==> config.mk <==
export PLATFORM = sky130hd
export DESIGN_NAME = intel_hex_record_patcher_unit
export DESIGN_NICKNAME = d
export VERILOG_FILES = /design/src/sv/ihrp_pkg.sv /design/src/sv/ihrp_front.sv /design/src/sv/ihrp_queue.sv /design/src/sv/ihrp_back.sv /design/src/sv/intel_hex_record_patcher_unit.sv
export SDC_FILE = /design/constraint.sdc
export NUM_CORES = 1
export LEC_CHECK = 0
export ABC_AREA = 1
export BUFFER_PORTS_ARGS = -buffer_cell sky130_fd_sc_hd__buf_2
export CORE_MARGIN = 2
export CORE_UTILIZATION = 62
export DETAILED_ROUTE_END_ITERATION = 8
export PLACE_DENSITY = 0.81
export SETUP_SLACK_MARGIN = 0.15
export SYNTH_ARGS = -nofsm -noshare
export SYNTH_HDL_FRONTEND = slang
export SYNTH_SLANG_ARGS = --single-unit
export TNS_END_PERCENT = 10
==> constraint.sdc <==
create_clock -name clk -period 4.7 [get_ports clk]
set_input_delay 0.705 -clock clk [delete_from_list [all_inputs] [get_ports clk]]
set_output_delay 0.705 -clock clk [all_outputs]
set_load 0.03 [all_outputs]
==> src/sv/ihrp_pkg.sv <==
package ihrp_pkg;

	localparam int unsigned PATCH_SLOTS = 14;
	localparam int unsigned HEADER_END = 8;
	localparam int unsigned MIN_LINE_LEN = 11;
	localparam int unsigned POS_W = 10;
	localparam int unsigned QUEUE_DEPTH = 2;

	localparam logic [POS_W-1:0] POS_MAX = {POS_W{1'b1}};

	typedef enum logic [1:0] {
		STAT_OK       = 2'd0,
		STAT_MISMATCH = 2'd1,
		STAT_FORMAT   = 2'd2
	} status_t;

	typedef enum logic [1:0] {
		CFG_PATCH_FIRST  = 2'd0,
		CFG_PATCH_SECOND = 2'd1,
		CFG_WINDOW_BASE  = 2'd2,
		CFG_WINDOW_COUNT = 2'd3
	} cfg_index_t;

	typedef struct packed {
		logic [55:0] patch_first;
		logic [55:0] patch_second;
		logic [15:0] window_base;
		logic [3:0]  window_count;
	} cfg_t;

	typedef struct packed {
		logic [7:0]       ch;
		logic             last;
		logic [POS_W-1:0] pos;
		logic [3:0]       nib;
		logic             nib_ok;
	} entry_t;

	function automatic logic [7:0] template_byte(input logic [3:0] idx);
		logic [7:0] b;
		case (idx)
			4'd0:    b = 8'h01;
			4'd1:    b = 8'h23;
			4'd2:    b = 8'h45;
			4'd3:    b = 8'h67;
			4'd4:    b = 8'h89;
			4'd5:    b = 8'hAB;
			4'd6:    b = 8'hCD;
			4'd7:    b = 8'hEF;
			4'd8:    b = 8'h11;
			4'd9:    b = 8'h33;
			4'd10:   b = 8'h55;
			4'd11:   b = 8'h77;
			4'd12:   b = 8'h99;
			4'd13:   b = 8'hBB;
			default: b = 8'h00;
		endcase
		return b;
	endfunction

	function automatic logic [7:0] upper_hex(input logic [3:0] v);
		logic [7:0] c;
		if (v < 4'd10) begin
			c = 8'h30 + {4'd0, v};
		end else begin
			c = 8'h37 + {4'd0, v};
		end
		return c;
	endfunction

	function automatic logic [7:0] replacement(input cfg_t cfg, input logic [3:0] idx);
		logic [7:0] b;
		case (idx)
			4'd0:    b = cfg.patch_first[7:0];
			4'd1:    b = cfg.patch_first[15:8];
			4'd2:    b = cfg.patch_first[23:16];
			4'd3:    b = cfg.patch_first[31:24];
			4'd4:    b = cfg.patch_first[39:32];
			4'd5:    b = cfg.patch_first[47:40];
			4'd6:    b = cfg.patch_first[55:48];
			4'd7:    b = cfg.patch_second[7:0];
			4'd8:    b = cfg.patch_second[15:8];
			4'd9:    b = cfg.patch_second[23:16];
			4'd10:   b = cfg.patch_second[31:24];
			4'd11:   b = cfg.patch_second[39:32];
			4'd12:   b = cfg.patch_second[47:40];
			4'd13:   b = cfg.patch_second[55:48];
			default: b = 8'h00;
		endcase
		return b;
	endfunction

endpackage

==> src/sv/ihrp_front.sv <==
module ihrp_front (
	input  logic                clk,
	input  logic                arst_n,
	input  logic                s_tvalid,
	output logic                s_tready,
	input  logic [7:0]          s_tdata,
	input  logic                s_tlast,
	input  logic                q_full,
	output logic                push,
	output ihrp_pkg::entry_t    push_entry
);

	logic [ihrp_pkg::POS_W-1:0] pos_q;
	logic [3:0]                 nib;
	logic                       nib_ok;

	always_comb begin
		nib = 4'd0;
		nib_ok = 1'b1;
		if (s_tdata >= 8'h30 && s_tdata <= 8'h39) begin
			nib = s_tdata[3:0];
		end else if ((s_tdata >= 8'h41 && s_tdata <= 8'h46) ||
				(s_tdata >= 8'h61 && s_tdata <= 8'h66)) begin
			nib = s_tdata[3:0] + 4'd9;
		end else begin
			nib_ok = 1'b0;
		end
	end

	assign s_tready = !q_full;
	assign push = s_tvalid && s_tready;

	always_comb begin
		push_entry.ch = s_tdata;
		push_entry.last = s_tlast;
		push_entry.pos = pos_q;
		push_entry.nib = nib;
		push_entry.nib_ok = nib_ok;
	end

	always_ff @(posedge clk or negedge arst_n) begin
		if (!arst_n) begin
			pos_q <= '0;
		end else if (push) begin
			if (s_tlast) begin
				pos_q <= '0;
			end else if (pos_q != ihrp_pkg::POS_MAX) begin
				pos_q <= pos_q + 1'b1;
			end
		end
	end

endmodule

==> src/sv/ihrp_queue.sv <==
module ihrp_queue (
	input  logic             clk,
	input  logic             arst_n,
	input  logic             push,
	input  ihrp_pkg::entry_t push_entry,
	input  logic             pop,
	output ihrp_pkg::entry_t pop_entry,
	output logic             full,
	output logic             not_empty
);

	ihrp_pkg::entry_t mem_q [ihrp_pkg::QUEUE_DEPTH];
	logic             wr_ptr_q;
	logic             rd_ptr_q;
	logic [1:0]       cnt_q;

	assign full = (cnt_q == 2'(ihrp_pkg::QUEUE_DEPTH));
	assign not_empty = (cnt_q != 2'd0);
	assign pop_entry = mem_q[rd_ptr_q];

	always_ff @(posedge clk) begin
		if (push) begin
			mem_q[wr_ptr_q] <= push_entry;
		end
	end

	always_ff @(posedge clk or negedge arst_n) begin
		if (!arst_n) begin
			wr_ptr_q <= 1'b0;
			rd_ptr_q <= 1'b0;
			cnt_q <= 2'd0;
		end else begin
			if (push) begin
				wr_ptr_q <= !wr_ptr_q;
			end
			if (pop) begin
				rd_ptr_q <= !rd_ptr_q;
			end
			if (push && !pop) begin
				cnt_q <= cnt_q + 2'd1;
			end else if (pop && !push) begin
				cnt_q <= cnt_q - 2'd1;
			end
		end
	end

endmodule

==> src/sv/ihrp_back.sv <==
module ihrp_back (
	input  logic             clk,
	input  logic             arst_n,
	input  ihrp_pkg::cfg_t   cfg,
	input  logic             q_not_empty,
	input  ihrp_pkg::entry_t e,
	output logic             pop,
	output logic             m_tvalid,
	input  logic             m_tready,
	output logic [15:0]      m_tdata,
	output logic             m_tlast,
	output logic             m_tuser
);

	logic [7:0]  count_q, count_n;
	logic [15:0] addr_q, addr_n;
	logic [7:0]  sum_q, sum_n;
	logic [3:0]  hi_q, hi_n;
	logic [7:0]  seen_q, seen_n;
	logic        is_data_q, is_data_n;
	logic        ferr_q, ferr_n;
	logic        mism_q, mism_n;
	logic [3:0]  pcnt_q, pcnt_n;
	logic [1:0]  cs_q, cs_n;

	logic        valid_q;
	logic [7:0]  ch_q;
	logic        kept_q;
	logic        last_q;
	logic [1:0]  status_q;
	logic [3:0]  repl_q;

	logic [7:0]  ch;
	logic        kept;
	logic [1:0]  status;
	logic [3:0]  repl;
	logic [7:0]  b;
	logic [7:0]  cs;
	logic [3:0]  wcnt;
	logic [16:0] wend;
	logic [15:0] diff;
	logic        win;
	logic [3:0]  idx;
	logic [7:0]  r;

	assign pop = q_not_empty && (!valid_q || m_tready);

	always_comb begin
		wcnt = (cfg.window_count > 4'(ihrp_pkg::PATCH_SLOTS)) ?
			4'(ihrp_pkg::PATCH_SLOTS) : cfg.window_count;
		wend = {1'b0, cfg.window_base} + {12'd0, wcnt, 1'b0};
		diff = addr_q - cfg.window_base;
		win = (addr_q >= cfg.window_base) && ({1'b0, addr_q} < wend) && !diff[0];
		idx = diff[4:1];
		r = ihrp_pkg::replacement(cfg, idx);
	end

	always_comb begin
		count_n = count_q;
		addr_n = addr_q;
		sum_n = sum_q;
		hi_n = hi_q;
		seen_n = seen_q;
		is_data_n = is_data_q;
		ferr_n = ferr_q;
		mism_n = mism_q;
		pcnt_n = pcnt_q;
		cs_n = cs_q;
		ch = e.ch;
		kept = 1'b1;
		status = ihrp_pkg::STAT_OK;
		repl = 4'd0;
		b = {hi_q, e.nib};
		cs = 8'd0 - sum_q;

		if (e.pos == '0) begin
			if (e.ch != 8'h3A) begin
				ferr_n = 1'b1;
			end
		end else if (e.pos <= 10'(ihrp_pkg::HEADER_END)) begin
			if (!e.nib_ok) begin
				ferr_n = 1'b1;
			end
			if (e.pos[0]) begin
				hi_n = e.nib;
			end else begin
				sum_n = sum_q + b;
				case (e.pos[3:1])
					3'd1: count_n = b;
					3'd2: addr_n[15:8] = b;
					3'd3: addr_n[7:0] = b;
					default: begin
						if (!ferr_n && b == 8'd0) begin
							is_data_n = 1'b1;
						end
					end
				endcase
			end
		end else if (is_data_q) begin
			if (seen_q < count_q) begin
				if (!e.nib_ok) begin
					ferr_n = 1'b1;
				end
				if (e.pos[0]) begin
					hi_n = e.nib;
					if (win) begin
						ch = ihrp_pkg::upper_hex(r[7:4]);
					end
				end else begin
					if (win) begin
						if (b != ihrp_pkg::template_byte(idx)) begin
							mism_n = 1'b1;
						end
						ch = ihrp_pkg::upper_hex(r[3:0]);
						sum_n = sum_q + r;
						if (pcnt_q != 4'hF) begin
							pcnt_n = pcnt_q + 4'd1;
						end
					end else begin
						sum_n = sum_q + b;
					end
					seen_n = seen_q + 8'd1;
					addr_n = addr_q + 16'd1;
				end
			end else if (cs_q < 2'd2) begin
				ch = ihrp_pkg::upper_hex((cs_q == 2'd0) ? cs[7:4] : cs[3:0]);
				cs_n = cs_q + 2'd1;
			end else begin
				kept = 1'b0;
			end
		end

		if (e.last) begin
			if (e.pos < 10'(ihrp_pkg::MIN_LINE_LEN - 1)) begin
				ferr_n = 1'b1;
			end
			if (is_data_n && (seen_n < count_n || cs_n < 2'd2)) begin
				ferr_n = 1'b1;
			end
			status = ferr_n ? ihrp_pkg::STAT_FORMAT :
				(mism_n ? ihrp_pkg::STAT_MISMATCH : ihrp_pkg::STAT_OK);
			repl = pcnt_n;
			count_n = 8'd0;
			addr_n = 16'd0;
			sum_n = 8'd0;
			hi_n = 4'd0;
			seen_n = 8'd0;
			is_data_n = 1'b0;
			ferr_n = 1'b0;
			mism_n = 1'b0;
			pcnt_n = 4'd0;
			cs_n = 2'd0;
		end
	end

	always_ff @(posedge clk or negedge arst_n) begin
		if (!arst_n) begin
			count_q <= 8'd0;
			addr_q <= 16'd0;
			sum_q <= 8'd0;
			hi_q <= 4'd0;
			seen_q <= 8'd0;
			is_data_q <= 1'b0;
			ferr_q <= 1'b0;
			mism_q <= 1'b0;
			pcnt_q <= 4'd0;
			cs_q <= 2'd0;
			valid_q <= 1'b0;
		end else begin
			if (pop) begin
				count_q <= count_n;
				addr_q <= addr_n;
				sum_q <= sum_n;
				hi_q <= hi_n;
				seen_q <= seen_n;
				is_data_q <= is_data_n;
				ferr_q <= ferr_n;
				mism_q <= mism_n;
				pcnt_q <= pcnt_n;
				cs_q <= cs_n;
				valid_q <= 1'b1;
			end else if (m_tready) begin
				valid_q <= 1'b0;
			end
		end
	end

	always_ff @(posedge clk) begin
		if (pop) begin
			ch_q <= ch;
			kept_q <= kept;
			last_q <= e.last;
			status_q <= status;
			repl_q <= repl;
		end
	end

	assign m_tvalid = valid_q;
	assign m_tdata = {2'b00, repl_q, status_q, ch_q};
	assign m_tlast = last_q;
	assign m_tuser = kept_q;

endmodule

==> src/sv/intel_hex_record_patcher_unit.sv <==
// Channel  Direction  Handshake              Payload
// s_*      in         s_tvalid / s_tready    tdata char_in, tlast last_char
// m_*      out        m_tvalid / m_tready    tdata char_out, status, count; tuser char_kept
// cfg_*    in         cfg_valid / cfg_ready  cfg_index, cfg_data
//
// One item per cycle unless m_* stalls; each item is queued, then registered for m_*.
// The back parser updates its line state once per item out of a two-entry queue.
// Reset (arst_n low) clears line state, queue and output valid; registers take defaults.
// A stalled m_* side fills the queue, then drops s_tready; cfg_ready is always high.
module intel_hex_record_patcher_unit (
	input  logic        clk,
	input  logic        arst_n,
	input  logic        s_tvalid,
	output logic        s_tready,
	input  logic [7:0]  s_tdata,  // [7:0] char_in
	input  logic        s_tlast,
	output logic        m_tvalid,
	input  logic        m_tready,
	output logic [15:0] m_tdata,  // [7:0] char_out, [9:8] line_status, [13:10] replaced_count
	output logic        m_tlast,
	output logic        m_tuser,  // [0] char_kept
	input  logic        cfg_valid,
	output logic        cfg_ready,
	input  logic [1:0]  cfg_index,
	input  logic [55:0] cfg_data
);

	ihrp_pkg::cfg_t   cfg_q;
	ihrp_pkg::entry_t push_entry;
	ihrp_pkg::entry_t pop_entry;
	logic             push;
	logic             pop;
	logic             q_full;
	logic             q_not_empty;

	assign cfg_ready = 1'b1;

	always_ff @(posedge clk or negedge arst_n) begin
		if (!arst_n) begin
			cfg_q.patch_first <= 56'd0;
			cfg_q.patch_second <= 56'd0;
			cfg_q.window_base <= 16'h01E4;
			cfg_q.window_count <= 4'(ihrp_pkg::PATCH_SLOTS);
		end else if (cfg_valid && cfg_ready) begin
			case (cfg_index)
				ihrp_pkg::CFG_PATCH_FIRST:  cfg_q.patch_first <= cfg_data;
				ihrp_pkg::CFG_PATCH_SECOND: cfg_q.patch_second <= cfg_data;
				ihrp_pkg::CFG_WINDOW_BASE:  cfg_q.window_base <= cfg_data[15:0];
				ihrp_pkg::CFG_WINDOW_COUNT: cfg_q.window_count <= cfg_data[3:0];
				default: ;
			endcase
		end
	end

	ihrp_front u_front (
		.clk        (clk),
		.arst_n     (arst_n),
		.s_tvalid   (s_tvalid),
		.s_tready   (s_tready),
		.s_tdata    (s_tdata),
		.s_tlast    (s_tlast),
		.q_full     (q_full),
		.push       (push),
		.push_entry (push_entry)
	);

	ihrp_queue u_queue (
		.clk        (clk),
		.arst_n     (arst_n),
		.push       (push),
		.push_entry (push_entry),
		.pop        (pop),
		.pop_entry  (pop_entry),
		.full       (q_full),
		.not_empty  (q_not_empty)
	);

	ihrp_back u_back (
		.clk         (clk),
		.arst_n      (arst_n),
		.cfg         (cfg_q),
		.q_not_empty (q_not_empty),
		.e           (pop_entry),
		.pop         (pop),
		.m_tvalid    (m_tvalid),
		.m_tready    (m_tready),
		.m_tdata     (m_tdata),
		.m_tlast     (m_tlast),
		.m_tuser     (m_tuser)
	);

	a_status_at_end: assert property (@(posedge clk) disable iff (!arst_n)
		(m_tvalid && m_tdata[9:8] != 2'd0) |-> m_tlast)
		else $error("line status outside line end");

	a_count_at_end: assert property (@(posedge clk) disable iff (!arst_n)
		(m_tvalid && m_tdata[13:10] != 4'd0) |-> m_tlast)
		else $error("replaced count outside line end");

	a_count_range: assert property (@(posedge clk) disable iff (!arst_n)
		m_tvalid |-> (m_tdata[13:10] <= 4'(ihrp_pkg::PATCH_SLOTS) && m_tdata[9:8] != 2'd3))
		else $error("result field out of range");

endmodule

Yosys cells after proc, flatten, opt, wreduce, memory -nomap -nowiden
Memory sizes are Yosys's and may differ from the RTL's.
Index checks and enable logic that the tools add are counted.
{"block": "totals", "mem_bits_rw": 48, "regBits": 216, "mem_bits_ro": 128, "in_bits": 72, "mem_count": 2, "elab_cells": 249, "output_inout_bits": 21}
{"name": "(no name shown)", "depth": 16, "width": 8, "rd": 1, "rd_ports_with_merged_regs": 0, "wr": 0, "line": "ihrp_pkg.sv:41", "text": "case (idx)"}
{"name": "u_queue.mem_q", "depth": 2, "width": 24, "rd": 1, "rd_ports_with_merged_regs": 0, "wr": 1, "line": "ihrp_queue.sv:12", "text": "ihrp_pkg::entry_t mem_q [ihrp_pkg::QUEUE_DEPTH];"}
{"block": "op_classes", "n_eq_ne": 28, "n_lt_le_gt_ge": 18, "reduce_logical": 45, "n_bitwise": 2, "muxes": 109, "add_sub_neg": 19}
{"cell": "8-bit 2-to-1 mux", "n": 38}
{"cell": "16-bit 2-to-1 mux", "n": 7}
{"cell": "8-bit case mux with 14 select lines", "n": 1}
{"cell": "4-bit 2-to-1 mux", "n": 18}
{"cell": "6-bit by 4-bit adder with 7-bit output, first input constant", "n": 6}
{"cell": "1-bit 2-to-1 mux", "n": 34}
{"cell": "4-bit equality test, second input constant", "n": 6}
{"cell": "10-bit 2-to-1 mux", "n": 2}
{"cell": "2-bit 2-to-1 mux", "n": 9}
{"cell": "16-bit by 5-bit adder with 17-bit output", "n": 1}
{"cell": "16-bit by 17-bit < comparator with 1-bit output", "n": 1}
{"cell": "16-bit by 1-bit adder with 16-bit output, second input constant", "n": 1}
{"cell": "8-bit adder", "n": 2}
{"cell": "4-bit by 3-bit equality test with 1-bit output, second input constant", "n": 4}
{"cell": "16-bit greater-or-equal comparator", "n": 1}
{"cell": "8-bit by 7-bit greater-or-equal comparator with 1-bit output, second input constant", "n": 2}
{"cell": "8-bit by 7-bit less-or-equal comparator with 1-bit output, second input constant", "n": 2}
{"cell": "8-bit < comparator", "n": 2}
{"cell": "4-bit < comparator, second input constant", "n": 3}
{"cell": "6-bit AND reduction", "n": 2}
{"cell": "1-bit logical AND", "n": 11}
{"cell": "10-bit by 1-bit adder with 10-bit output, second input constant", "n": 1}
{"cell": "10-bit by 4-bit less-or-equal comparator with 1-bit output, second input constant", "n": 1}
{"cell": "10-bit zero test", "n": 1}
{"cell": "other kinds (38)", "n": 65}

Logic depth before layout (Yosys ltp)
Gate-level depths: netlist of run 1.
{"block": "logic_depth", "depth_word": 22, "ltp_mapped": 31, "ltp_nobuf": 30}

Modules after synthesis
Synthesis of run 1 repeated with hierarchy kept, for this count alone.
{"block": "hier_totals", "hier_cells": 2040, "hier_area_um2": 16133.0}
{"mod": "ihrp_back", "cells_each": 1209, "seq_area_each_um2": 1831.8, "area_per_inst_um2": 7772.5, "n_inst": 1}
{"mod": "intel_hex_record_patcher_unit", "cells_each": 587, "seq_area_each_um2": 3313.2, "area_per_inst_um2": 5353.9, "n_inst": 1}
{"mod": "ihrp_queue", "cells_each": 100, "seq_area_each_um2": 1541.5, "area_per_inst_um2": 2040.7, "n_inst": 1}
{"mod": "ihrp_front", "cells_each": 144, "seq_area_each_um2": 250.2, "area_per_inst_um2": 965.9, "n_inst": 1}

Least setup slack after synthesis of run 1
Ideal clock, no wire load.
{"block": "synth_path", "path_type": "register to register", "startpoint": "register u_back.addr_q[0]", "endpoint": "register u_back.sum_q[6]", "t_required_ns": 4.579, "synth_period_minus_slack_ns": 3.738, "arrival_ns": 3.617, "path_buffers": 1, "setup_time_ns": 0.121, "stages_incl_launch_ff": 28, "slack_ns": 0.962, "path_cell_list": "dfrtp_1 > inv_1 > ha_1 > inv_1 > fa_1 > nand2_2 > clkinv_1 > nor2_2 > nor2_1 > clkbuf_1 > nand2_1 > inv_1 > nand2_1 > nand2_1 > nor2_1 > nand3_1 > nor2_2 > inv_1 > ha_1 > fa_1 > nand3_1 > and2_1 > inv_1 > a21oi_1 > o21ai_0 > xnor2_1 > a21oi_1 > a22o_1"}
{"block": "synth_via", "elab_chain_len": 11, "word_cells_on_any_way": 29, "classes_between": "add/sub: 2; order compare: 2; eq/ne: 13; mux: 8; reduce/logical: 4"}
{"element": "from (decl)", "line": "ihrp_back.sv:16", "text": "logic [15:0] addr_q, addr_n;"}
{"element": "from (signal assigned)", "line": "ihrp_back.sv:172", "text": "addr_q <= addr_n;"}
{"element": "5-bit subtractor", "line": "ihrp_back.sv:52", "text": "diff = addr_q - cfg.window_base;"}
{"element": "4-bit equality test, or another cell as far along", "line": "ihrp_pkg.sv:73", "text": "case (idx)"}
{"element": "8-bit case mux with 14 select lines", "line": "ihrp_pkg.sv:73"}
{"element": "8-bit adder", "line": "ihrp_back.sv:115", "text": "sum_n = sum_q + r;"}
{"element": "8-bit 2-to-1 mux (*)", "line": "ihrp_back.sv:110", "text": "if (win) begin"}
{"element": "8-bit 2-to-1 mux (*)", "line": "ihrp_back.sv:104", "text": "if (e.pos[0]) begin"}
{"element": "8-bit 2-to-1 mux (*)", "line": "ihrp_back.sv:100", "text": "if (seen_q < count_q) begin"}
{"element": "8-bit 2-to-1 mux (*)", "line": "ihrp_back.sv:99", "text": "end else if (is_data_q) begin"}
{"element": "8-bit 2-to-1 mux (*)", "line": "ihrp_back.sv:80", "text": "end else if (e.pos <= 10'(ihrp_pkg::HEADER_END)) begin"}
{"element": "8-bit 2-to-1 mux (*)", "line": "ihrp_back.sv:76", "text": "if (e.pos == '0) begin"}
{"element": "8-bit 2-to-1 mux (*)", "line": "ihrp_back.sv:133", "text": "if (e.last) begin"}
{"element": "to (signal assigned)", "line": "ihrp_back.sv:173", "text": "sum_q <= sum_n;"}
{"element": "to (decl)", "line": "ihrp_back.sv:17", "text": "logic [7:0] sum_q, sum_n;"}
Every way passes the cells marked *; elsewhere a longest branch is shown, timed or not. The select of a mux whose other input is x is not followed.
A chain may end at the register's enable or synchronous reset.

Worst setup path after layout of run 1
{"block": "layout_path", "startpoint": "register cfg_q[6] in the netlist's numbering", "endpoint": "register u_back.sum_q[6]"}
{"block": "layout_via", "elab_chain_len": 11, "word_cells_on_any_way": 29, "classes_between": "add/sub: 3; order compare: 2; eq/ne: 13; mux: 8; reduce/logical: 3"}
{"element": "from (decl)", "line": "intel_hex_record_patcher_unit.sv:28", "text": "ihrp_pkg::cfg_t cfg_q;"}
{"element": "5-bit subtractor or 16-bit by 5-bit adder with 17-bit output (tied branches)", "line": "ihrp_back.sv:52, ihrp_back.sv:51"}
{"element": "4-bit equality test, or another cell as far along", "line": "ihrp_pkg.sv:73"}
{"element": "8-bit case mux with 14 select lines or 1-bit logical AND (tied branches)", "line": "ihrp_pkg.sv:73, ihrp_back.sv:53"}
{"element": "8-bit adder or 1-bit logical AND (tied branches)", "line": "ihrp_back.sv:115, ihrp_back.sv:53"}
{"element": "8-bit 2-to-1 mux (*)", "line": "ihrp_back.sv:110"}
{"element": "8-bit 2-to-1 mux (*)", "line": "ihrp_back.sv:104"}
{"element": "8-bit 2-to-1 mux (*)", "line": "ihrp_back.sv:100"}
{"element": "8-bit 2-to-1 mux (*)", "line": "ihrp_back.sv:99"}
{"element": "8-bit 2-to-1 mux (*)", "line": "ihrp_back.sv:80"}
{"element": "8-bit 2-to-1 mux (*)", "line": "ihrp_back.sv:76"}
{"element": "8-bit 2-to-1 mux (*)", "line": "ihrp_back.sv:133"}
Marked as above.

==> results.sh, run 1 <==
export IMPL_power_density_mw_per_mm2=625
export IMPL_synth_seq_area_share=0.454
export IMPL_root_buffer="clkbuf_16"
export IMPL_syn_avg_cell_area_um2=8.21
export IMPL_synth_seq_cells=264
export IMPL_io_buffers=89
export IMPL_vias=13300
export IMPL_r2r_end="u_back.sum_q[6]"
export IMPL_cts_sinks=264
export IMPL_area_delta_synth_final_pct=11.6
export IMPL_wl_um=39200
export IMPL_cts_hold_buf=0
export IMPL_die_h_um=161
export IMPL_p_leak_uw=0.00828
export IMPL_initial_core_util=0.630
export IMPL_gp_congestion=0.956
export IMPL_final_cell_area_mm2=0.0170
export IMPL_holdCritPathClass="in -> async"
export IMPL_synth_main_ff_cell="dfrtp_1"
export IMPL_design_core_area_mm2=0.0242
export IMPL_yosysTopAreaCell="dfrtp_1"
export IMPL_placed_area_mm2=0.0160
export IMPL_final_cells=2287
export IMPL_drv_slew=0
export IMPL_synth_area_leaders="dfrtp_1 31%, edfxtp_1 13%, nand2_1 10%, o21ai_0 7.2%, ha_1 6.1%"
export IMPL_fin_crit_sh=0.916
export IMPL_grt_overflow_total=0
export IMPL_grt_max_degree=113
export IMPL_arrival_ns=4.74
export IMPL_dp_final_hpwl_um=28000
export IMPL_r2r_slack_ns=0.39
export IMPL_skew_ns=0.0233
export IMPL_min_period_ns=4.31
export IMPL_synthesis_area_mm2=0.0153
export IMPL_hold_viol_final=0
export IMPL_ioPinCount=93
export IMPL_row_count=57
export IMPL_outcome="finished clean"
export IMPL_numCtsBuffers=28
export IMPL_max_cap_violations=0
export IMPL_drive_gt1_frac=0.132
export IMPL_synth_top_area_frac=0.315
export IMPL_rsz0062_at_grt="true"
export IMPL_synth_common_cells="408 x nand2_1, 219 x o21ai_0, 211 x inv_1"
export IMPL_gr_usage_all_layers=0.308
export IMPL_syn_inst=1860
export IMPL_firstDrtPassIters=5
export IMPL_fmax_mhz=232
export IMPL_wire_per_inst_um=17.1
export IMPL_yosys_warnings=0
export IMPL_first_global_vias=12900
export IMPL_antenna_found_initial=3
export IMPL_setup_violations_final=0
export IMPL_path_class="reg -> reg"
export IMPL_critPathRequiredTime_ns=5.13
export IMPL_fin_setup_tns_ns=0
export IMPL_clk_latency_ns=0.56
export IMPL_reg2reg_from="cfg_q[6]"
export IMPL_die_area_mm2=0.0259
export IMPL_yosysMostFrequentCell="nand2_1"
export IMPL_dp_cells=2230
export IMPL_vias_per_cell=5.80
export IMPL_dieWidth_um=161
export IMPL_synth_async_reset_ratio=0.758
export IMPL_reg2reg_depth=26
export IMPL_cts_tree="done"
export IMPL_detail_route_antenna_nets=0
export IMPL_tightest_slew_ns=1.17
export IMPL_endpoint_kind="flip-flop"
export IMPL_first_iter_violations=1138
export IMPL_nets=2092
export IMPL_start_kind="flip-flop"
export IMPL_route_detailed_drc=0
export IMPL_relSlewSlack=0.221
export IMPL_peakVddDrop_mv=0.433
export IMPL_path_clk_slew_ns=0.06
export IMPL_worstPathMaxFanout=15
export IMPL_yosysUniqueCellTypes=62
export IMPL_synth_edf_count=64
export IMPL_diodes=0
export IMPL_h_tree_depth=1
export IMPL_max_clock_path_buffers=3
export IMPL_grt_pass1_wl_um=64800
-- worst max-delay path, stage by stage (launching register included) --
cell and delay, ns:
dfstp_2 0.57, inv_1 0.05, ha_1 0.41, nand3_1 0.18
nand2_1 0.14, nand2_2 0.07, nand2_4 0.20, nor2_4 0.06
buf_4 0.18, nand2_1 0.08, inv_2 0.05, nand2_1 0.05
nand2_1 0.05, nor2_1 0.14, nand3_1 0.12, nor2_2 0.19
inv_1 0.08, ha_1 0.21, fa_1 0.42, nand3_1 0.08
and2_1 0.15, inv_1 0.06, a21oi_1 0.10, o21ai_0 0.11
xnor2_1 0.16, a21oi_1 0.09, a22o_1 0.19
-- routing by layer --
layer | vias up | wire [µm] | track usage
li1 | 6377 | - | -
met4 | 4 | 1160 | 0.0982
met1 | 6272 | 16800 | 0.431
met5 | - | 23 | 0
met3 | 107 | 3190 | 0.0579
met2 | 510 | 18000 | 0.489
-- worst max-delay path by stage --
stage               cells past startpoint        startpoint              end  slack, ns
global placement                       27  u_back.addr_q[0]  u_back.sum_q[7]       0.29
global route                           25          cfg_q[1]  u_back.sum_q[0]       0.12
CTS                                    23          cfg_q[1]   u_back.ch_q[7]       0.26
floorplan                              27  u_back.addr_q[0]  u_back.sum_q[6]       0.96
finish                                 26          cfg_q[6]  u_back.sum_q[6]       0.39
detailed placement                     27  u_back.addr_q[0]  u_back.sum_q[7]       0.16
-- sequential cells by signal, summed over array words and instances, names as in the netlist, 2 cells and up --
name	flops
u_back.status_q	2
u_queue.mem_q	48
u_back.seen_q	8
u_back.ch_q	8
cfg_q	132
u_front.pos_q	10
u_back.sum_q	8
u_queue.cnt_q	2
u_back.addr_q	16
u_back.count_q	8
u_back.hi_q	4
u_back.pcnt_q	4
u_back.repl_q	4
u_back.cs_q	2
-- area by class of cell --
type                    count  area [µm²]
clock buffers              34         774
repair buffers            117         679
fillers                  1964        7210
inverters                 222         833
multi-input cells        1308        7220
well taps                 324         405
clock inverters            18         188
flip-flops and latches    264        6940
-- cell families after synthesis --
group	Yosys count	share of synthesized area
adders and majority gates	79	0.0667
xor gates and xnor gates	41	0.0235
AOI/OAI and AO/OA	370	0.131
buffers and inverters	289	0.0780
DFF	264	0.454
other	2	0.000492
and+or+nand+nor	815	0.245
-- report_power, final --
group	switching (µW)	internal (µW)
registers	351	2870
clock network	951	1340
logic	3470	1660
-- metrics by stage --
| stage | setup WS, ns | util | hold WS (ns) | power [µW] |
|---|---|---|---|---|
| after CTS | 0.264 | 0.699 | 0.329 | 10500 |
| after detailed placement | 0.157 | 0.659 | 0.475 | 8160 |
| after global routing | 0.116 | 0.702 | 0.356 | 11400 |
| after floorplan | 0.962 | - | 0.409 | 6940 |
| final | 0.393 | 0.702 | 0.269 | 10600 |
| after global placement | 0.291 | 0.659 | 0.459 | 8040 |
-- cells in the final DEF (no fill, tap or decap), types with 10 or more instances in the layout --
| cell type | n |
|---|---|
| a21oi_1 | 76 |
| buf_2 | 88 |
| buf_4 | 24 |
| clkbuf_16 | 29 |
| dfrtp_1 | 192 |
| edfxtp_1 | 64 |
| ha_1 | 75 |
| inv_1 | 211 |
| inv_2 | 10 |
| nand2_1 | 408 |
| nand2_2 | 11 |
| nand3_1 | 141 |
| nand4_1 | 42 |
| nor2_1 | 111 |
| nor2_2 | 14 |
| nor2_4 | 10 |
| nor3_1 | 20 |
| o21ai_0 | 216 |
| o21ai_1 | 16 |
| o22ai_1 | 20 |
| or2_2 | 11 |
| xnor2_1 | 11 |
| xor2_1 | 30 |
-- timing repair --
item                                    4_1_cts  5_1_grt
gates resized for setup                       1       15
pin swaps                                     0        1
hold endpoints to repair                      0        0
endpoints found under the setup margin        1       23
buffers inserted                              0        5
Note: power is estimated with default switching activity, not from simulation.
==> run 2, diff against run 1 <==
--- a/config.mk
+++ b/config.mk
@@ -7,10 +7,12 @@
 export LEC_CHECK = 0
 export ABC_AREA = 1
 export BUFFER_PORTS_ARGS = -buffer_cell sky130_fd_sc_hd__buf_2
+export CELL_PAD_IN_SITES_DETAIL_PLACEMENT = 1
+export CELL_PAD_IN_SITES_GLOBAL_PLACEMENT = 1
 export CORE_MARGIN = 2
-export CORE_UTILIZATION = 62
+export CORE_UTILIZATION = 47
 export DETAILED_ROUTE_END_ITERATION = 8
-export PLACE_DENSITY = 0.81
+export PLACE_DENSITY_LB_ADDON = 0.1
 export SETUP_SLACK_MARGIN = 0.15
 export SYNTH_ARGS = -nofsm -noshare
 export SYNTH_HDL_FRONTEND = slang
==> results.sh, run 2 (synthesized netlist as in run 1, its figures left out) <==
export IMPL_outcome="finished clean"
export IMPL_reg2reg_depth=29
export IMPL_vias_per_cell=5.52
export IMPL_vias=13400
export IMPL_path_delay_family="simple AND/OR/NAND/NOR gates"
export IMPL_row_count=65
export IMPL_critPathRequiredTime_ns=5.16
export IMPL_largestRegisters="cfg_q: 132 flops, u_queue.mem_q: 48 flops, u_back.addr_q: 16 flops"
export IMPL_io_buffers=89
export IMPL_fin_ws_ns=0.438
export IMPL_largest_register="cfg_q"
export IMPL_die_h_um=184
export IMPL_h_tree_depth=1
export IMPL_cp_num_buf_inv=7
export IMPL_skew_ns=0.0300
export IMPL_layout_commonest_cell="nand2_1"
export IMPL_max_cap_violations=0
export IMPL_seqCellArea_mm2=0.00694
export IMPL_total_power_uw=11200
export IMPL_arrival_ns=4.72
export IMPL_multi_input_area_mm2=0.00728
export IMPL_endpoint_kind="flip-flop"
export IMPL_detail_route_antenna_nets=0
export IMPL_largest_reg_flops=132
export IMPL_diodes=0
export IMPL_place_worst_setup_slack_ns=0.135
export IMPL_final_cell_mix="407 x nand2_1, 218 x o21ai_0, 209 x inv_1"
export IMPL_worstPathMaxFanout=6
export IMPL_path_class="reg -> reg"
export IMPL_antenna_found_initial=0
export IMPL_finish_utilization=0.550
export IMPL_gp_congestion=0.891
export IMPL_start_kind="flip-flop"
export IMPL_clk_latency_ns=0.59
export IMPL_ioPinCount=93
export IMPL_reg2reg_from="u_back.addr_q[0]"
export IMPL_firstDrtPassIters=6
export IMPL_fill_cells=3878
export IMPL_cp_slowest_cell="dfrtp_1"
export IMPL_r2r_slack_ns=0.44
export IMPL_slowest_delay_ns=0.41
export IMPL_min_period_ns=4.26
export IMPL_rsz0062_at_grt="true"
export IMPL_first_global_vias=13800
export IMPL_cts_hold_buf=0
export IMPL_wire_per_inst_um=19.2
export IMPL_grt_pass1_wl_um=74900
export IMPL_drive_gt1_frac=0.147
export IMPL_peakVddDrop_mv=0.448
export IMPL_die_area_mm2=0.0339
export IMPL_dp_final_hpwl_um=33500
export IMPL_setup_violations_final=0
export IMPL_tightest_slew_ns=1.16
export IMPL_max_clock_path_buffers=3
export IMPL_p_leak_uw=0.00843
export IMPL_fmax_mhz=235
export IMPL_design_core_area_mm2=0.0318
export IMPL_grt_max_degree=118
export IMPL_cts_tree="done"
export IMPL_hold_viol_final=0
export IMPL_drv_slew=0
export IMPL_initial_core_util=0.480
export IMPL_fin_crit_sh=0.907
export IMPL_relSlewSlack=0.229
export IMPL_cp_common_cell="nand2_1"
export IMPL_fin_setup_tns_ns=0
export IMPL_area_delta_synth_final_pct=14.5
export IMPL_path_clk_slew_ns=0.06
export IMPL_dieWidth_um=184
export IMPL_cts_sinks=264
export IMPL_gr_usage_all_layers=0.279
export IMPL_power_density_mw_per_mm2=641
export IMPL_root_buffer="clkbuf_16"
export IMPL_route_detailed_drc=0
export IMPL_wl_um=46500
export IMPL_nets=2115
export IMPL_holdCritPathClass="in -> async"
export IMPL_numCtsBuffers=30
export IMPL_first_iter_violations=902
export IMPL_r2r_end="u_back.sum_q[7]"
export IMPL_grt_overflow_total=0
export IMPL_whs_ns=0.268
## run 2: worst max-delay path by stage
stage,from,cells after the start,endpoint
final,u_back.addr_q[0],29,u_back.sum_q[7]
after global routing,cfg_q[1],24,u_back.repl_q[1]
after CTS,cfg_q[1],26,u_back.sum_q[6]
after detailed placement,u_back.addr_q[0],27,u_back.sum_q[7]
after global placement,cfg_q[1],26,u_back.sum_q[6]
after floorplan,u_back.addr_q[0],27,u_back.sum_q[6]
## run 2: per-layer routing
layer  GRT usage  vias to the layer above  share of wire
met5           0                        -              0
met4      0.0646                        0          0.021
met2       0.478                      256           0.49
li1            -                     6416              -
met1       0.380                     6649           0.45
met3      0.0328                       57          0.039
## run 2: layout make-up
cell class,instances,share of cell area
tap,435,0.0311
multi-input combinational,1308,0.416
sequential,264,0.397
inverter,222,0.0478
clock buffer,49,0.0540
timing repair buffer,138,0.0497
clock inverter,7,0.00401
## run 2: through the flow
step	instance area, µm²	cells
global route	17500	2423
floorplan	15300	1861
finish	17500	2423
global placement	16200	2345
CTS	17200	2401
detailed placement	16200	2345
## run 2: what timing repair did
item / 4_1_cts / 5_1_grt
pin swaps: 0 / 10
endpoints found under the setup margin: 1 / 27
gates cloned: 0 / 1
buffers inserted: 0 / 21
gates resized for setup: 1 / 33
## run 2: power breakdown
part	total (µW)	switching, µW	internal (µW)
clock	2390	1010	1380
sequential	3230	361	2870
combinational	5590	3750	1840
